$ cat src/hw/rtl/deqsr_pkg.sv
// Shared types and constants for the deque with search and remove.
// Holds request and status codes and the controller/datapath interface structs.
// No dependencies.
package deqsr_pkg;

   localparam int DEPTH_DFLT = 16;
   localparam int FUNC_W     = 3;
   localparam int VALUE_W    = 32;
   localparam int STATUS_W   = 2;
   localparam int POS_W      = 5;

   typedef enum logic [FUNC_W-1:0] {
      FUNC_PUSH_FRONT = 3'd0,
      FUNC_PUSH_BACK  = 3'd1,
      FUNC_POP_FRONT  = 3'd2,
      FUNC_POP_BACK   = 3'd3,
      FUNC_SEARCH     = 3'd4,
      FUNC_REMOVE     = 3'd5,
      FUNC_CLEAR      = 3'd6,
      FUNC_NOP        = 3'd7
   } func_type;

   typedef enum logic [STATUS_W-1:0] {
      STAT_OK        = 2'd0,
      STAT_EMPTY     = 2'd1,
      STAT_FULL      = 2'd2,
      STAT_NOT_FOUND = 2'd3
   } stat_type;

   // controller -> datapath
   typedef struct packed {
      logic     capture;
      logic     wr_front;
      logic     wr_back;
      logic     rd_front;
      logic     rd_back;
      logic     scan_start;
      logic     scan_step;
      logic     shift_start;
      logic     shift_step;
      logic     front_inc;
      logic     count_dec;
      logic     clear;
      logic     respond;
      stat_type status;
      logic     rsp_data;
      logic     rsp_pos;
      logic     rsp_held;
   } deqsr_cmd_type;

   // datapath -> controller
   typedef struct packed {
      func_type func;
      logic     full;
      logic     empty;
      logic     hit;
      logic     at_first;
      logic     at_last;
      logic     shift_last;
   } deqsr_sts_type;

endpackage

$ cat src/hw/rtl/deque_with_search_and_remove_top.sv
// Top level of the bounded deque with search and remove.
// Depends on deqsr_pkg, deqsr_ctrl and deqsr_dp.
//
// Usage: drive req_func and req_value with start high; the request is taken
// at a rising edge where busy is low. busy stays high until the request's
// single result has been registered. The result appears on rsp_status,
// rsp_data_out, rsp_position and rsp_count_after for exactly one cycle,
// marked by rsp_valid; the receiver cannot stall it.
// Steps from acceptance to rsp_valid:
//   push, clear, unused code, any failure on a full/empty store: decode only
//   pop front/back: decode, then one registered read of the ring store
//   search/remove: the scan compares one entry per cycle from the front
//   until a match or the last entry.
//   remove in the middle then moves each later entry down one slot, one
//   read and one write of the single-port-pair ring store per cycle.
// A new request is taken in the cycle rsp_valid is shown; none is taken
// while busy, so requests do not overlap.
// Reset (synchronous) empties the deque; store contents are not cleared.
module deque_with_search_and_remove_top #(
   parameter int DEPTH = deqsr_pkg::DEPTH_DFLT
) (
   input  logic                                 clock,
   input  logic                                 reset,
   input  logic                                 start,
   output logic                                 busy,
   input  logic [deqsr_pkg::FUNC_W-1:0]         req_func,
   input  logic signed [deqsr_pkg::VALUE_W-1:0] req_value,
   output logic                                 rsp_valid,
   output logic [deqsr_pkg::STATUS_W-1:0]       rsp_status,
   output logic signed [deqsr_pkg::VALUE_W-1:0] rsp_data_out,
   output logic [deqsr_pkg::POS_W-1:0]          rsp_position,
   output logic [deqsr_pkg::POS_W-1:0]          rsp_count_after
);
   import deqsr_pkg::*;

   deqsr_cmd_type cmd;
   deqsr_sts_type sts;

   deqsr_ctrl u_ctrl (
      .clock (clock),
      .reset (reset),
      .start (start),
      .busy  (busy),
      .sts   (sts),
      .cmd   (cmd)
   );

   deqsr_dp #(
      .DEPTH (DEPTH)
   ) u_dp (
      .clock           (clock),
      .reset           (reset),
      .cmd             (cmd),
      .sts             (sts),
      .req_func        (req_func),
      .req_value       (req_value),
      .rsp_valid       (rsp_valid),
      .rsp_status      (rsp_status),
      .rsp_data_out    (rsp_data_out),
      .rsp_position    (rsp_position),
      .rsp_count_after (rsp_count_after)
   );

endmodule

$ cat src/hw/rtl/deqsr_ctrl.sv
// Request sequencer for the deque: one-hot state machine issuing datapath commands.
// Depends on deqsr_pkg.
module deqsr_ctrl (
   input  logic                     clock,
   input  logic                     reset,
   input  logic                     start,
   output logic                     busy,
   input  deqsr_pkg::deqsr_sts_type sts,
   output deqsr_pkg::deqsr_cmd_type cmd
);
   import deqsr_pkg::*;

   typedef enum logic [4:0] {
      ST_IDLE     = 5'b00001,
      ST_DECODE   = 5'b00010,
      ST_POP_WAIT = 5'b00100,
      ST_SCAN     = 5'b01000,
      ST_SHIFT    = 5'b10000
   } ctrl_state_type;

   ctrl_state_type state_ff, state_in;

   always_ff @(posedge clock) begin
      if (reset) begin
         state_ff <= ST_IDLE;
      end else begin
         state_ff <= state_in;
      end
   end

   assign busy = (state_ff != ST_IDLE);

   always_comb begin
      state_in = state_ff;
      cmd      = '0;
      case (state_ff)
         ST_IDLE: begin
            if (start) begin
               cmd.capture = 1'b1;
               state_in    = ST_DECODE;
            end
         end
         ST_DECODE: begin
            state_in = ST_IDLE;
            case (sts.func)
               FUNC_PUSH_FRONT, FUNC_PUSH_BACK: begin
                  cmd.respond = 1'b1;
                  if (sts.full) begin
                     cmd.status = STAT_FULL;
                  end else begin
                     cmd.status   = STAT_OK;
                     cmd.wr_front = (sts.func == FUNC_PUSH_FRONT);
                     cmd.wr_back  = (sts.func == FUNC_PUSH_BACK);
                  end
               end
               FUNC_POP_FRONT, FUNC_POP_BACK: begin
                  if (sts.empty) begin
                     cmd.respond = 1'b1;
                     cmd.status  = STAT_EMPTY;
                  end else begin
                     cmd.rd_front = (sts.func == FUNC_POP_FRONT);
                     cmd.rd_back  = (sts.func == FUNC_POP_BACK);
                     state_in     = ST_POP_WAIT;
                  end
               end
               FUNC_SEARCH, FUNC_REMOVE: begin
                  if (sts.empty) begin
                     cmd.respond = 1'b1;
                     cmd.status  = STAT_EMPTY;
                  end else begin
                     cmd.scan_start = 1'b1;
                     state_in       = ST_SCAN;
                  end
               end
               FUNC_CLEAR: begin
                  cmd.clear   = 1'b1;
                  cmd.respond = 1'b1;
                  cmd.status  = STAT_OK;
               end
               default: begin
                  cmd.respond = 1'b1;
                  cmd.status  = STAT_OK;
               end
            endcase
         end
         ST_POP_WAIT: begin
            cmd.respond   = 1'b1;
            cmd.status    = STAT_OK;
            cmd.rsp_data  = 1'b1;
            cmd.count_dec = 1'b1;
            cmd.front_inc = (sts.func == FUNC_POP_FRONT);
            state_in      = ST_IDLE;
         end
         ST_SCAN: begin
            if (sts.hit) begin
               if (sts.func == FUNC_SEARCH) begin
                  cmd.respond = 1'b1;
                  cmd.status  = STAT_OK;
                  cmd.rsp_pos = 1'b1;
                  state_in    = ST_IDLE;
               end else if (sts.at_first || sts.at_last) begin
                  cmd.respond   = 1'b1;
                  cmd.status    = STAT_OK;
                  cmd.rsp_pos   = 1'b1;
                  cmd.rsp_data  = 1'b1;
                  cmd.count_dec = 1'b1;
                  cmd.front_inc = sts.at_first;
                  state_in      = ST_IDLE;
               end else begin
                  cmd.shift_start = 1'b1;
                  state_in        = ST_SHIFT;
               end
            end else if (sts.at_last) begin
               cmd.respond = 1'b1;
               cmd.status  = STAT_NOT_FOUND;
               state_in    = ST_IDLE;
            end else begin
               cmd.scan_step = 1'b1;
            end
         end
         ST_SHIFT: begin
            cmd.shift_step = 1'b1;
            if (sts.shift_last) begin
               cmd.respond   = 1'b1;
               cmd.status    = STAT_OK;
               cmd.rsp_held  = 1'b1;
               cmd.count_dec = 1'b1;
               state_in      = ST_IDLE;
            end
         end
         default: begin
            state_in = ST_IDLE;
         end
      endcase
   end

endmodule

$ cat src/hw/rtl/deqsr_dp.sv
// Deque datapath: ring store, front index, entry count, scan pointers and result registers.
// Depends on deqsr_pkg; driven by deqsr_ctrl commands.
module deqsr_dp #(
   parameter int DEPTH = deqsr_pkg::DEPTH_DFLT
) (
   input  logic                                 clock,
   input  logic                                 reset,
   input  deqsr_pkg::deqsr_cmd_type             cmd,
   output deqsr_pkg::deqsr_sts_type             sts,
   input  logic [deqsr_pkg::FUNC_W-1:0]         req_func,
   input  logic signed [deqsr_pkg::VALUE_W-1:0] req_value,
   output logic                                 rsp_valid,
   output logic [deqsr_pkg::STATUS_W-1:0]       rsp_status,
   output logic signed [deqsr_pkg::VALUE_W-1:0] rsp_data_out,
   output logic [deqsr_pkg::POS_W-1:0]          rsp_position,
   output logic [deqsr_pkg::POS_W-1:0]          rsp_count_after
);
   import deqsr_pkg::*;

   localparam int AW = $clog2(DEPTH);
   localparam int CW = $clog2(DEPTH + 1);

   function automatic logic [AW-1:0] slot_inc(input logic [AW-1:0] s);
      return (s == AW'(DEPTH - 1)) ? '0 : s + 1'b1;
   endfunction

   function automatic logic [AW-1:0] slot_dec(input logic [AW-1:0] s);
      return (s == '0) ? AW'(DEPTH - 1) : s - 1'b1;
   endfunction

   logic [VALUE_W-1:0] mem [DEPTH];

   func_type           func_ff;
   logic [VALUE_W-1:0] value_ff;
   logic [AW-1:0]      front_ff, front_in;
   logic [CW-1:0]      count_ff, count_in;
   logic [AW-1:0]      rd_slot_ff, cmp_slot_ff;
   logic [CW-1:0]      cmp_k_ff;
   logic [VALUE_W-1:0] rd_data_ff;
   logic [VALUE_W-1:0] hold_data_ff;
   logic [CW-1:0]      hold_pos_ff;

   logic               rsp_valid_ff;
   stat_type           rsp_status_ff;
   logic [VALUE_W-1:0] rsp_data_ff;
   logic [POS_W-1:0]   rsp_pos_ff, rsp_count_ff;

   logic [AW:0]        back_sum, back_wrap;
   logic [AW-1:0]      back_slot, last_slot;
   logic [AW-1:0]      rd_addr, wr_addr;
   logic [VALUE_W-1:0] wr_data;
   logic               wr_en;
   logic [CW-1:0]      cmp_pos;
   logic [CW:0]        cmp_k_p2;
   logic [CW-1:0]      pos_sel;
   logic [CW+POS_W-1:0] pos_ext, cnt_ext;

   // ring slot arithmetic
   assign back_sum  = {1'b0, front_ff} + (AW+1)'(count_ff);
   assign back_wrap = (back_sum >= (AW+1)'(DEPTH)) ? back_sum - (AW+1)'(DEPTH) : back_sum;
   assign back_slot = back_wrap[AW-1:0];
   assign last_slot = slot_dec(back_slot);
   assign cmp_pos   = cmp_k_ff + 1'b1;
   assign cmp_k_p2  = {1'b0, cmp_k_ff} + (CW+1)'(2);

   // status to controller
   assign sts.func       = func_ff;
   assign sts.full       = (count_ff == CW'(DEPTH));
   assign sts.empty      = (count_ff == '0);
   assign sts.hit        = (rd_data_ff == value_ff);
   assign sts.at_first   = (cmp_k_ff == '0);
   assign sts.at_last    = (cmp_pos == count_ff);
   assign sts.shift_last = (cmp_k_p2 == {1'b0, count_ff});

   // memory ports
   always_comb begin
      wr_en   = 1'b0;
      wr_addr = cmp_slot_ff;
      wr_data = rd_data_ff;
      if (cmd.wr_front) begin
         wr_en   = 1'b1;
         wr_addr = slot_dec(front_ff);
         wr_data = value_ff;
      end else if (cmd.wr_back) begin
         wr_en   = 1'b1;
         wr_addr = back_slot;
         wr_data = value_ff;
      end else if (cmd.shift_step) begin
         wr_en   = 1'b1;
      end
   end

   always_comb begin
      rd_addr = rd_slot_ff;
      if (cmd.rd_front || cmd.scan_start) begin
         rd_addr = front_ff;
      end else if (cmd.rd_back) begin
         rd_addr = last_slot;
      end
   end

   always_ff @(posedge clock) begin
      if (wr_en) begin
         mem[wr_addr] <= wr_data;
      end
      rd_data_ff <= mem[rd_addr];
   end

   // queue pointers
   always_comb begin
      front_in = front_ff;
      count_in = count_ff;
      if (cmd.clear) begin
         front_in = '0;
         count_in = '0;
      end else if (cmd.wr_front) begin
         front_in = slot_dec(front_ff);
         count_in = count_ff + 1'b1;
      end else if (cmd.wr_back) begin
         count_in = count_ff + 1'b1;
      end else begin
         if (cmd.front_inc) begin
            front_in = slot_inc(front_ff);
         end
         if (cmd.count_dec) begin
            count_in = count_ff - 1'b1;
         end
      end
   end

   always_ff @(posedge clock) begin
      if (reset) begin
         front_ff <= '0;
         count_ff <= '0;
      end else begin
         front_ff <= front_in;
         count_ff <= count_in;
      end
   end

   // request capture, scan and shift pointers
   always_ff @(posedge clock) begin
      if (cmd.capture) begin
         func_ff  <= func_type'(req_func);
         value_ff <= req_value;
      end
      if (cmd.scan_start) begin
         rd_slot_ff  <= slot_inc(front_ff);
         cmp_slot_ff <= front_ff;
         cmp_k_ff    <= '0;
      end else if (cmd.scan_step || cmd.shift_step) begin
         rd_slot_ff  <= slot_inc(rd_slot_ff);
         cmp_slot_ff <= slot_inc(cmp_slot_ff);
         cmp_k_ff    <= cmp_pos;
      end else if (cmd.shift_start) begin
         rd_slot_ff  <= slot_inc(rd_slot_ff);
      end
      if (cmd.shift_start) begin
         hold_data_ff <= rd_data_ff;
         hold_pos_ff  <= cmp_pos;
      end
   end

   // result registers
   assign pos_sel = cmd.rsp_held ? hold_pos_ff : cmp_pos;
   assign pos_ext = {{POS_W{1'b0}}, pos_sel};
   assign cnt_ext = {{POS_W{1'b0}}, count_in};

   always_ff @(posedge clock) begin
      if (reset) begin
         rsp_valid_ff <= 1'b0;
      end else begin
         rsp_valid_ff <= cmd.respond;
      end
   end

   always_ff @(posedge clock) begin
      if (cmd.respond) begin
         rsp_status_ff <= cmd.status;
         rsp_count_ff  <= cnt_ext[POS_W-1:0];
         if (cmd.rsp_held) begin
            rsp_data_ff <= hold_data_ff;
         end else if (cmd.rsp_data) begin
            rsp_data_ff <= rd_data_ff;
         end else begin
            rsp_data_ff <= '0;
         end
         if (cmd.rsp_held || cmd.rsp_pos) begin
            rsp_pos_ff <= pos_ext[POS_W-1:0];
         end else begin
            rsp_pos_ff <= '0;
         end
      end
   end

   assign rsp_valid       = rsp_valid_ff;
   assign rsp_status      = rsp_status_ff;
   assign rsp_data_out    = rsp_data_ff;
   assign rsp_position    = rsp_pos_ff;
   assign rsp_count_after = rsp_count_ff;

endmodule
$ cat config.mk
export PLATFORM = sky130hd
export DESIGN_NAME = deque_with_search_and_remove_top
export DESIGN_NICKNAME = d
export VERILOG_FILES = /design/src/hw/rtl/deqsr_pkg.sv /design/src/hw/rtl/deque_with_search_and_remove_top.sv /design/src/hw/rtl/deqsr_ctrl.sv /design/src/hw/rtl/deqsr_dp.sv
export SDC_FILE = /design/constraint.sdc
export NUM_CORES = 1
export LEC_CHECK = 0
export ABC_AREA = 1
export BUFFER_PORTS_ARGS = -buffer_cell sky130_fd_sc_hd__buf_2
export CORE_UTILIZATION = 30
export CTS_BUF_LIST = sky130_fd_sc_hd__clkbuf_8
export CTS_CLUSTER_SIZE = 10
export DETAILED_ROUTE_END_ITERATION = 6
export GPL_TIMING_DRIVEN = 0
export PLACE_DENSITY = 0.56
export SETUP_SLACK_MARGIN = 0.02
export SYNTH_ARGS = -nofsm -noshare
export SYNTH_HDL_FRONTEND = slang
export SYNTH_SLANG_ARGS = --single-unit
$ cat constraint.sdc
create_clock -name clock -period 10 [get_ports clock]
set_input_delay 0.5 -clock clock [delete_from_list [all_inputs] [get_ports clock]]
set_output_delay 0.5 -clock clock [all_outputs]
set_load 0.01 [all_outputs]
== Word level (Yosys, flattened, before mapping) ==
Memories as Yosys holds them, arrays and structs flattened. A register that Yosys moved wholly into a read port is not among the register bits.
Index checks and enable logic that the tools add are counted.
Cells by class
  $add $sub $neg: 11
  $lt $le $gt $ge: 1
  equality and inequality tests: 23
  mux-type cells: 81
  reductions and logical operators: 19
Operators with widths (number)
  2-to-1 mux 32 bit: 4
  2-to-1 mux 4 bit: 19
  2-to-1 mux 5 bit: 13
  equality test 32 bit: 1
  2-to-1 mux 1 bit: 22
  2-to-1 mux 2 bit: 10
  one-hot mux 5 bit (4 select lines): 1
  2-to-1 mux 3 bit: 6
  adder 4 x 1 -> 4 bit (second input constant): 3
  equality test 4 bit (second input constant): 3
  one-hot mux 3 bit (4 select lines): 1
  subtractor 4 x 1 -> 4 bit (second input constant): 3
  adder 5 x 1 -> 5 bit (second input constant): 2
  equality test 5 bit (second input constant): 2
  zero test 5 bit: 2
  one-hot mux 5 bit (2 select lines): 1
  equality test 3 bit (second input constant): 3
  zero test 4 bit: 2
  OR reduction 2 bit: 4
  adder 5 x 2 -> 6 bit (second input constant): 1
  equality test 3 x 2 -> 1 bit (second input constant): 2
  equality test 6 x 5 -> 1 bit: 1
  one-hot mux 3 bit (2 select lines): 1
  adder 4 x 5 -> 5 bit: 1
  21 further kinds: 27
Word-level totals
  output and inout bits: 46
  memory bits (writable): 512
  memories kept: 1
  register bits after elaboration: 144
Memory list
  u_dp.mem: depth 16, bits a word 32, read ports 1, clocked after memory_dff 1, wr ports 1, RTL line deqsr_dp.sv:31  | logic [VALUE_W-1:0] mem [DEPTH];

== Longest topological paths before layout ==
Gate-level depths: netlist of the first run.
  word-level depth: 11
  gate-level depth with buffers: 17

== Cells and area by module ==
From an unflattened synthesis of the first run, not the netlist that was laid out.
Unflattened totals
  cell total of the unflattened synthesis: 2699
  area total of the unflattened synthesis: 29462.0 um2
By module, submodules not included
  deqsr_dp: times used 1, area an instance 28911.5 um2, cells an instance 2599, sequential area each 20039.2 um2
  deqsr_ctrl: times used 1, area an instance 550.5 um2, cells an instance 100, sequential area each 100.1 um2

== Least setup slack after synthesis of the first run ==
OpenSTA, ideal clock, no wires.
  path type: flip-flop to flip-flop
  from: register u_dp.cmp_k_ff[0]
  to: register u_dp.hold_data_ff[0] (enable)
  period minus slack after synthesis: 5371 ps
  library setup time: 524 ps
  arrival: 4847 ps
  required time: 9476 ps
  slack: 4629 ps
  cell stages (with the launch flop): 10
  cell sequence: dfxtp_1 inv_1 ha_1 inv_1 nand2_1 nand4_1 nor2_1 nand3b_1 nand2_1 nor4_1
RTL lines
  start: declaration: RTL line deqsr_dp.sv:38  | logic [CW-1:0] cmp_k_ff;
  start signal: assignment: RTL line deqsr_dp.sv:154  | cmp_k_ff <= cmp_pos;
  end signal: assignment: RTL line deqsr_dp.sv:159  | hold_data_ff <= rd_data_ff;
  end: declaration: RTL line deqsr_dp.sv:40  | logic [VALUE_W-1:0] hold_data_ff;

== Final worst setup path of the first run ==
  from: register u_dp.count_ff[1]
  to: memory u_dp.mem[2][15] (enable)
Between the ends
  cells in the longest elaborated chain, start to end: 8
  elaborated cells between the ends (all ways): 14
  classes of those cells: add/sub: 2; order compare: 1; eq/ne: 1; mux: 10
RTL lines
  start: declaration: RTL line deqsr_dp.sv:36  | logic [CW-1:0] count_ff, count_in;
  start signal: assignment: RTL line deqsr_dp.sv:137  | count_ff <= count_in;
  branches (longest 8 deep; another with adder 4 x 5 -> 5 bit)
  end: declaration: RTL line deqsr_dp.sv:31
Several ways; the timed one is not identified.

==> results of run 1 <==
Yosys cell counts, drive strengths merged, types with 4 or more instances:
cell    count  area, um^2
edfxtp    636       19100
nand2     620        2352
nand3     483        2435
inv       412        1546
nand3b    227        1704
buf       116       604.3
o21ai      86       437.9
nor2       77       311.5
dfxtp      52        1041
clkbuf     31       116.4
a21oi      20       107.6
xor2       16       140.1
ha         15       187.7
nand4       8       50.05
nor3        8       40.04
o31ai       8       60.06
o211ai      4       30.03
path summary, 6_finish.rpt:
| check | from | to | slack (ns) |
|---|---|---|---|
| worst max-delay path | u_dp.count_ff[1] | u_dp.mem[2][15] | 6.18 |
| worst min register to register | u_dp.rd_data_ff[28] | u_dp.hold_data_ff[28] | 0.43 |
| worst max register to register | u_dp.count_ff[1] | u_dp.mem[2][15] | 6.18 |
| worst min-delay path | start | u_ctrl.state_ff[1] | 0.07 |
critical path: stages, from the launching register on:
cell and delay [ns]:
dfxtp_1 0.53, inv_1 0.14, ha_1 0.26, nand2_1 0.13, nor2_1 0.06, nor2_2 0.32, inv_1 0.14, clkbuf_1 0.27
nand2_1 0.11, nand3b_1 0.15, inv_1 0.11, nand3_1 0.31, nor2_4 0.64, buf_12 0.26
flip-flops by register name (all words and copies together) (netlist names), 32 cells and up:
signal             count
u_dp.rd_data_ff       32
u_dp.value_ff         32
u_dp.rsp_data_out     32
u_dp.mem             512
u_dp.hold_data_ff     32
final cells by class:
cell class                      instances  area (um^2)  share of cell area, %
Timing Repair Buffer                  171         1428                  3.996
Antenna cell                            2        5.005                0.01401
Multi-Input combinational cell       1584         8108                  22.70
Clock buffer                          129         1775                  4.970
Tap cell                             1298         1624                  4.546
Sequential cell                       688        20140                  56.38
Buffer                                147        720.7                  2.017
Inverter                              412         1546                  4.329
Clock inverter                         79        376.6                  1.054
cell families after synthesis:
| logic type | count (synthesis) | share of synthesized area [%] |
|---|---|---|
| DFF | 688 | 66.34 |
| adders and majority gates | 16 | 0.6841 |
| buffers and inverters | 559 | 7.468 |
| xor gates and xnor gates | 19 | 0.5481 |
| and+or+nand+nor | 1428 | 22.81 |
| AOI/OAI and AO/OA | 121 | 2.155 |
power by group through the flow:
stage | Clock, mW | Combinational [mW] | Sequential [mW]
2_1_floorplan | 0 | 0.0696 | 3.22
3_3_place_gp | 0 | 0.120 | 3.23
3_5_place_dp | 0 | 0.134 | 3.23
4_1_cts | 2.40 | 0.145 | 3.17
5_1_grt | 2.52 | 0.159 | 3.17
6_report | 2.35 | 0.144 | 3.17
through the flow:
stage / instances / instance area [um^2] / util [%] / total power [mW] / setup WS (ns)
finish: 4510 / 35720 / 35.67 / 5.663 / 6.179
global route: 4509 / 35720 / 35.67 / 5.850 / 5.941
CTS: 4508 / 35720 / 35.67 / 5.712 / 6.194
detailed placement: 4265 / 33220 / 33.17 / 3.360 / 6.204
global placement: 4211 / 32390 / 32.35 / 3.352 / 0.9466
floorplan: 2831 / 30360 / - / 3.292 / 4.629
layer usage:
metal	part of all wire [%]	vias to the layer above
li1	-	10180
met1	42	10260
met2	49	753
met3	7.1	132
met4	2.3	0
met5	0	-
==> results by group, run 1 <==
Hold path
  • Worst Hold Depth: 3
  • Worst Hold Class: in2reg

Clocking
  • Clock-pin slew on the worst setup and hold paths: 0.06 ns
  • Hold_buf cts: 35
  • Worst-Skew Late Latency: 0.73 ns
  • Post-CTS Setup Inserts: 0
  • CTS tree: yes
  • Clock buffer depth: 3
  • CTS H-tree depth: 3
  • Sink Count: 688
  • CTS Buf Count: 112
  • Clock root cell: clkbuf_8
  • Post-CTS sizing: 0

Global routing
  • Most Used Layer, Global Route: met2
  • GR Util met2: 29.37%
  • M1 GR Usage: 21.62%
  • Overflow left after global routing: 0
  • Largest net degree at the start of global routing: 28
  • Initial antenna violation count: 4
  • Met3 GRT Util: 2.949%
  • Vias in the first global route: 20.83k
  • First-pass GRT wire length: 129800 um
  • Total track usage: 17.05%

Placed design
  • Placer Congestion: 0.8557
  • IO Port Bufs: 82
  • Hpwl dp: 62810 um

STA
  • Setup violators final: 0
  • Final hold vios: 0
  • TNS Setup: 0 ns
  • Slew @ Worst Pin: 1.047 ns
  • Worst Hold Slack: 0.07010 ns
  • Fmax: 261.7 MHz
  • Final period util: 38.21%
  • Slew margin rel.: 30.18%
  • Final clock skew: 0.03715 ns
  • RSZ-0062 raised after global routing: no
  • Max Slew Vio Count: 0
  • Minimum clock period: 3.821 ns

Power
  • Comb power frac: 2.5%
  • Share of power burned in the clock network: 41.5%
  • Worst vdd ir: 0.09660 mV
  • Pwr Density: 158.5 nW/um^2
  • Switching share of total power: 22.00%
  • Switching power: 1.246 mW
  • Lkg Pwr: 14.27 nW
  • Reg power frac: 55.9%
  • Internal power: 4.416 mW

Layout
  • Layout cells sized above 1: 13.64%
  • Syn-to-layout area delta: 17.67%
  • Nets: 3170
  • Commonest non-fill, non-tap cell in the layout: edfxtp_1
  • FILL cells: 9904
  • Commonest cells after routing, fill and taps aside: 636 x edfxtp_1, 616 x nand2_1, 480 x nand3_1

Setup path
  • CP Class: reg2reg
  • Worst setup EP type: register
  • CP arrival: 4.23 ns
  • R2R depth: 13
  • WP data required: 10.40 ns
  • CP startpoint kind: register
  • Crit-path max FO: 18

Floorplan
  • Placeable core region: 100100 um^2
  • Rows: 116
  • Initial core utilization: 30.31%
  • Die width: 320.1 um
  • Die Ht: 320.1 um
  • Ports: 84
  • Die Area: 102500 um^2

Logic synthesis
  • Syn. warnings: 0
  • Synth async-reset ratio: 0%
  • Register bit total from synthesis: 688
  • Cells after Synth: 2831
  • Syn_nets: 2885
  • Synth Cell Area: 30360 um^2
  • Syn_area_per_cell: 10.72 um^2
  • Yosys cell types: 34
  • Post-synth EDFFs: 636
  • Sequential fraction of the synthesis area: 66.34%
  • Primary FF master, synth: edfxtp_1

Routing
  • Initial DRC Count: 1907
  • Average wire per standard cell: 19.60 um
  • Total wire length: 88400 um
  • DRC viols: 0
  • Vias: 21.32k
  • 1st-pass router iterations: 7
  • Post-DRT Antenna Nets: 0
  • Vias/cell: 4.728

Outcome
  • Run status: finished clean

Job
  • Max-cap viol count: 0
Note: power is estimated with default switching activity, not from simulation.
==> run 2, diff against run 1 <==
--- a/config.mk
+++ b/config.mk
@@ -5,7 +5,7 @@
 export SDC_FILE = /design/constraint.sdc
 export NUM_CORES = 1
 export LEC_CHECK = 0
-export ABC_AREA = 1
+export ABC_AREA = 0
 export BUFFER_PORTS_ARGS = -buffer_cell sky130_fd_sc_hd__buf_2
 export CORE_UTILIZATION = 30
 export CTS_BUF_LIST = sky130_fd_sc_hd__clkbuf_8
==> constraint.sdc (replaced) <==
create_clock -name clock -period 3.63 [get_ports clock]
set_input_delay 0.1815 -clock clock [delete_from_list [all_inputs] [get_ports clock]]
set_output_delay 0.1815 -clock clock [all_outputs]
set_load 0.01 [all_outputs]
==> run 2 against run 1 <==
Effect of this change: setup slack lost 6.1 ns; sequential share of layout area is 1.3 points higher; sequential power grew to 2.7 times the previous value; first-iteration DRC count down 22%; design area is 2.2% lower; maximum frequency increased by 6.4%; final cell count down 21%; global-route usage shrank 0.65 points; hold slack gained 0.072 ns; count of clock-buffer cells in the layout is 16 lower; combinational power is 84% higher; critical path depth decreased by 6; critical path type unchanged; highest routed layer unchanged.
==> results by group, run 2 <==
Clocking
  • Worst-Skew Late Latency: 0.75 ns (+0.02 ns)
  • Clock-pin slew on the worst setup and hold paths: 0.06 ns (about the same)
  • CTS H-tree depth: 3 (unchanged)
  • CTS tree: yes
  • Clock root cell: clkbuf_8
  • Clock buffer depth: 3 (unchanged)
  • Sink Count: 688 (unchanged)
  • CTS Buf Count: 106 (-5.4%)

Layout
  • FILL cells: 8902 (-10%)
  • Register area: 20140 um^2 (about the same)
  • Post-Layout Cell Count: 3545 (-21%)
  • Nets: 2249 (-29%)
  • Multi-input logic area: 8536 um^2 (+5.3%)
  • Syn-to-layout area delta: 22.34%
  • Final design utilization: 37.22% (+1.6 points)
  • Max FFs per register: 512 (unchanged)
  • Commonest non-fill, non-tap cell in the layout: edfxtp_1
  • Commonest cells after routing, fill and taps aside: 636 x edfxtp_1, 158 x mux2i_1, 130 x and3_1
  • Biggest register: u_dp.mem
  • Layout cells sized above 1: 23.78% (+10 points)

Global routing
  • Largest net degree at the start of global routing: 35 (+25%)
  • Vias in the first global route: 18.14k (-13%)
  • Initial antenna violation count: 2 (-2)
  • Total track usage: 16.40% (-0.65 points)
  • Overflow left after global routing: 0 (unchanged)
  • First-pass GRT wire length: 118300 um (-8.9%)

Logic synthesis
  • Syn_nets: 1963 (-32%)
  • Yosys top cell area share: 66.86% (+3.9 points)
  • Yosys cell types: 76 (+120%)
  • Synth async-reset ratio: 0% (unchanged)
  • Primary FF master, synth: edfxtp_1
  • Count leader, synth: edfxtp_1
  • Post-synth EDFFs: 636 (unchanged)
  • Cells after Synth: 1909 (-33%)
  • Syn. warnings: 0 (unchanged)
  • Synth top area cells: edfxtp_1 67%, mux2i_1 5.7%, a2111oi_0 3.8%
  • Register bit total from synthesis: 688 (unchanged)
  • Syn_area_per_cell: 14.96 um^2 (+40%)
  • Area leader, netlist: edfxtp_1
  • Sequential fraction of the synthesis area: 70.50% (+4.2 points)
  • Most frequent cells after synthesis: 636 x edfxtp_1, 163 x mux2i_1, 140 x nand2_1
  • Synth Cell Area: 28570 um^2 (-5.9%)

Routing
  • 1st-pass router iterations: 7 (unchanged)
  • Average wire per standard cell: 22.77 um (+16%)
  • Total wire length: 80720 um (-8.7%)
  • Initial DRC Count: 1491 (-22%)
  • Vias/cell: 5.087 (+7.6%)
  • DRC viols: 0 (unchanged)
  • Post-DRT Antenna Nets: 0 (unchanged)
  • Vias: 18.04k (-15%)

Placed design
  • Dpl cells: 3276 (-23%)
  • Dpl ws: -0.7896 ns (-6.994 ns)
  • IO Port Bufs: 82 (unchanged)
  • Hpwl dp: 56750 um (-9.6%)
  • Placer Congestion: 0.8401 (-1.8%)

STA
  • Minimum clock period: 3.591 ns (-0.2306 ns)
  • Worst setup margin: 0.03917 ns (-6.139 ns)
  • Max Slew Vio Count: 0 (unchanged)
  • Slew @ Worst Pin: 0.7717 ns (-0.2757 ns)
  • Final hold vios: 0 (unchanged)
  • TNS Setup: 0 ns (unchanged)
  • Setup violators final: 0 (unchanged)
  • RSZ-0062 raised after global routing: yes
  • Slew margin rel.: 48.55% (+18 points)
  • Final clock skew: 0.03777 ns (+0.0006149 ns)
  • Fmax: 278.5 MHz (+6.4%)
  • Final period util: 98.92% (+61 points)

Setup path
  • CP startpoint kind: register
  • R2R depth: 7 (-6)
  • WP data required: 4.07 ns (-6.33 ns)
  • Crit-path max FO: 25 (+7)
  • Worst r2r src: u_dp.rd_data_ff[7]
  • CP arrival: 4.03 ns (-0.20 ns)
  • Worst setup EP type: register
  • CP Class: reg2reg
  • Reg-to-reg setup timing slack: 0.04 ns (-6.14 ns)
  • Reg-to-Reg End: u_dp.hold_data_ff[6]

Floorplan
  • Placeable core region: 93890 um^2 (-6.2%)
  • Rows: 112 (-3.4%)
  • Die width: 310.6 um (-3.0%)
  • Die Area: 96460 um^2 (-5.9%)
  • Initial core utilization: 30.43% (+0.11 points)
  • Ports: 84 (unchanged)
  • Die Ht: 310.6 um (-3.0%)

Hold path
  • Hold Path Sink: u_dp.value_ff[7]
  • Worst Hold Depth: 2 (-1)
  • Hold wc startpoint: req_value[7]
  • Worst Hold Class: in2reg

Power
  • Lkg Pwr: 12.41 nW (-13%)
  • Worst vdd ir: 0.2312 mV (+140%)
  • Pwr Density: 433.1 nW/um^2 (+170%)

Job
  • Max-cap viol count: 0 (unchanged)

Outcome
  • Run status: finished clean
## run 2: logic make-up after synthesis
family | Yosys count | synth area share, %
AND/OR/NAND/NOR | 465 | 8.694
buffers and inverters | 163 | 2.518
AO/OA/AOI/OAI | 357 | 9.978
adder cells (fa/ha/maj) | 16 | 0.7271
flip-flops | 688 | 70.50
multiplexers | 166 | 5.830
XOR/XNOR | 54 | 1.752
## run 2: routing by layer
metal | part of all wire [%] | wire length, um | global-route usage [%]
met1 | 42 | 33610 | 20.92
met2 | 50 | 40220 | 28.21
met3 | 6.2 | 5012 | 2.793
met4 | 2.3 | 1866 | 5.164
met5 | 0 | 0 | 0
## run 2: power by group
part | leakage, nW | internal (mW) | switching, mW
logic | 4.94 | 0.103 | 0.162
registers | 6.24 | 8.61 | 0.0490
clock network | 1.23 | 3.12 | 3.08
## run 2: area by class of cell
cell class	count	share of cell area [%]
diodes	3	0.02148
repair buffers	178	4.876
plain buffers	141	2.463
well taps	1254	4.489
clock buffers	113	4.450
flip-flops and latches	688	57.64
multi-input cells	1058	24.42
clock inverters	88	1.403
inverters	22	0.2363
## run 2: repair_timing
item | in CTS | in global routing
gates resized for setup | 173 | 161
endpoints found under the setup margin | 1071 | 993
buffers inserted | 24 | 3
endpoints found under the hold margin | 47 | 0
hold buffers | 38 | 0
pin swaps | 10 | 9
## run 2: worst max-delay path by stage
stage / startpoint / to / cells past startpoint
finish: u_dp.rd_data_ff[7] / u_dp.hold_data_ff[6] / 7
global route: u_ctrl.state_ff[4] / u_dp.rd_data_ff[21] / 11
CTS: u_dp.count_ff[0] / u_dp.rd_data_ff[9] / 13
detailed placement: u_dp.count_ff[0] / u_dp.rd_data_ff[9] / 13
global placement: u_ctrl.state_ff[4] / u_dp.mem[11][12] / 8
floorplan: u_ctrl.state_ff[4] / u_dp.mem[4][0] / 8
## run 2: worst max-delay path: stages, from the launching register on
cell	delay, ns
dfxtp_1	0.54
xor2_1	0.15
nor4_2	0.58
nand4_1	0.47
nor3_4	0.49
nand2_1	0.25
inv_1	0.54
buf_16	0.25
## run 2: per-stage QoR
stage                     power, mW  hold WS, ns  cell area [um^2]
final                         15.13       0.1425             34950
after global routing          15.62       0.1255             34940
after CTS                     15.26      0.09630             34450
after detailed placement      9.050       0.3596             31370
after global placement        9.040       0.3597             30630
after floorplan               8.925       0.2804             28650
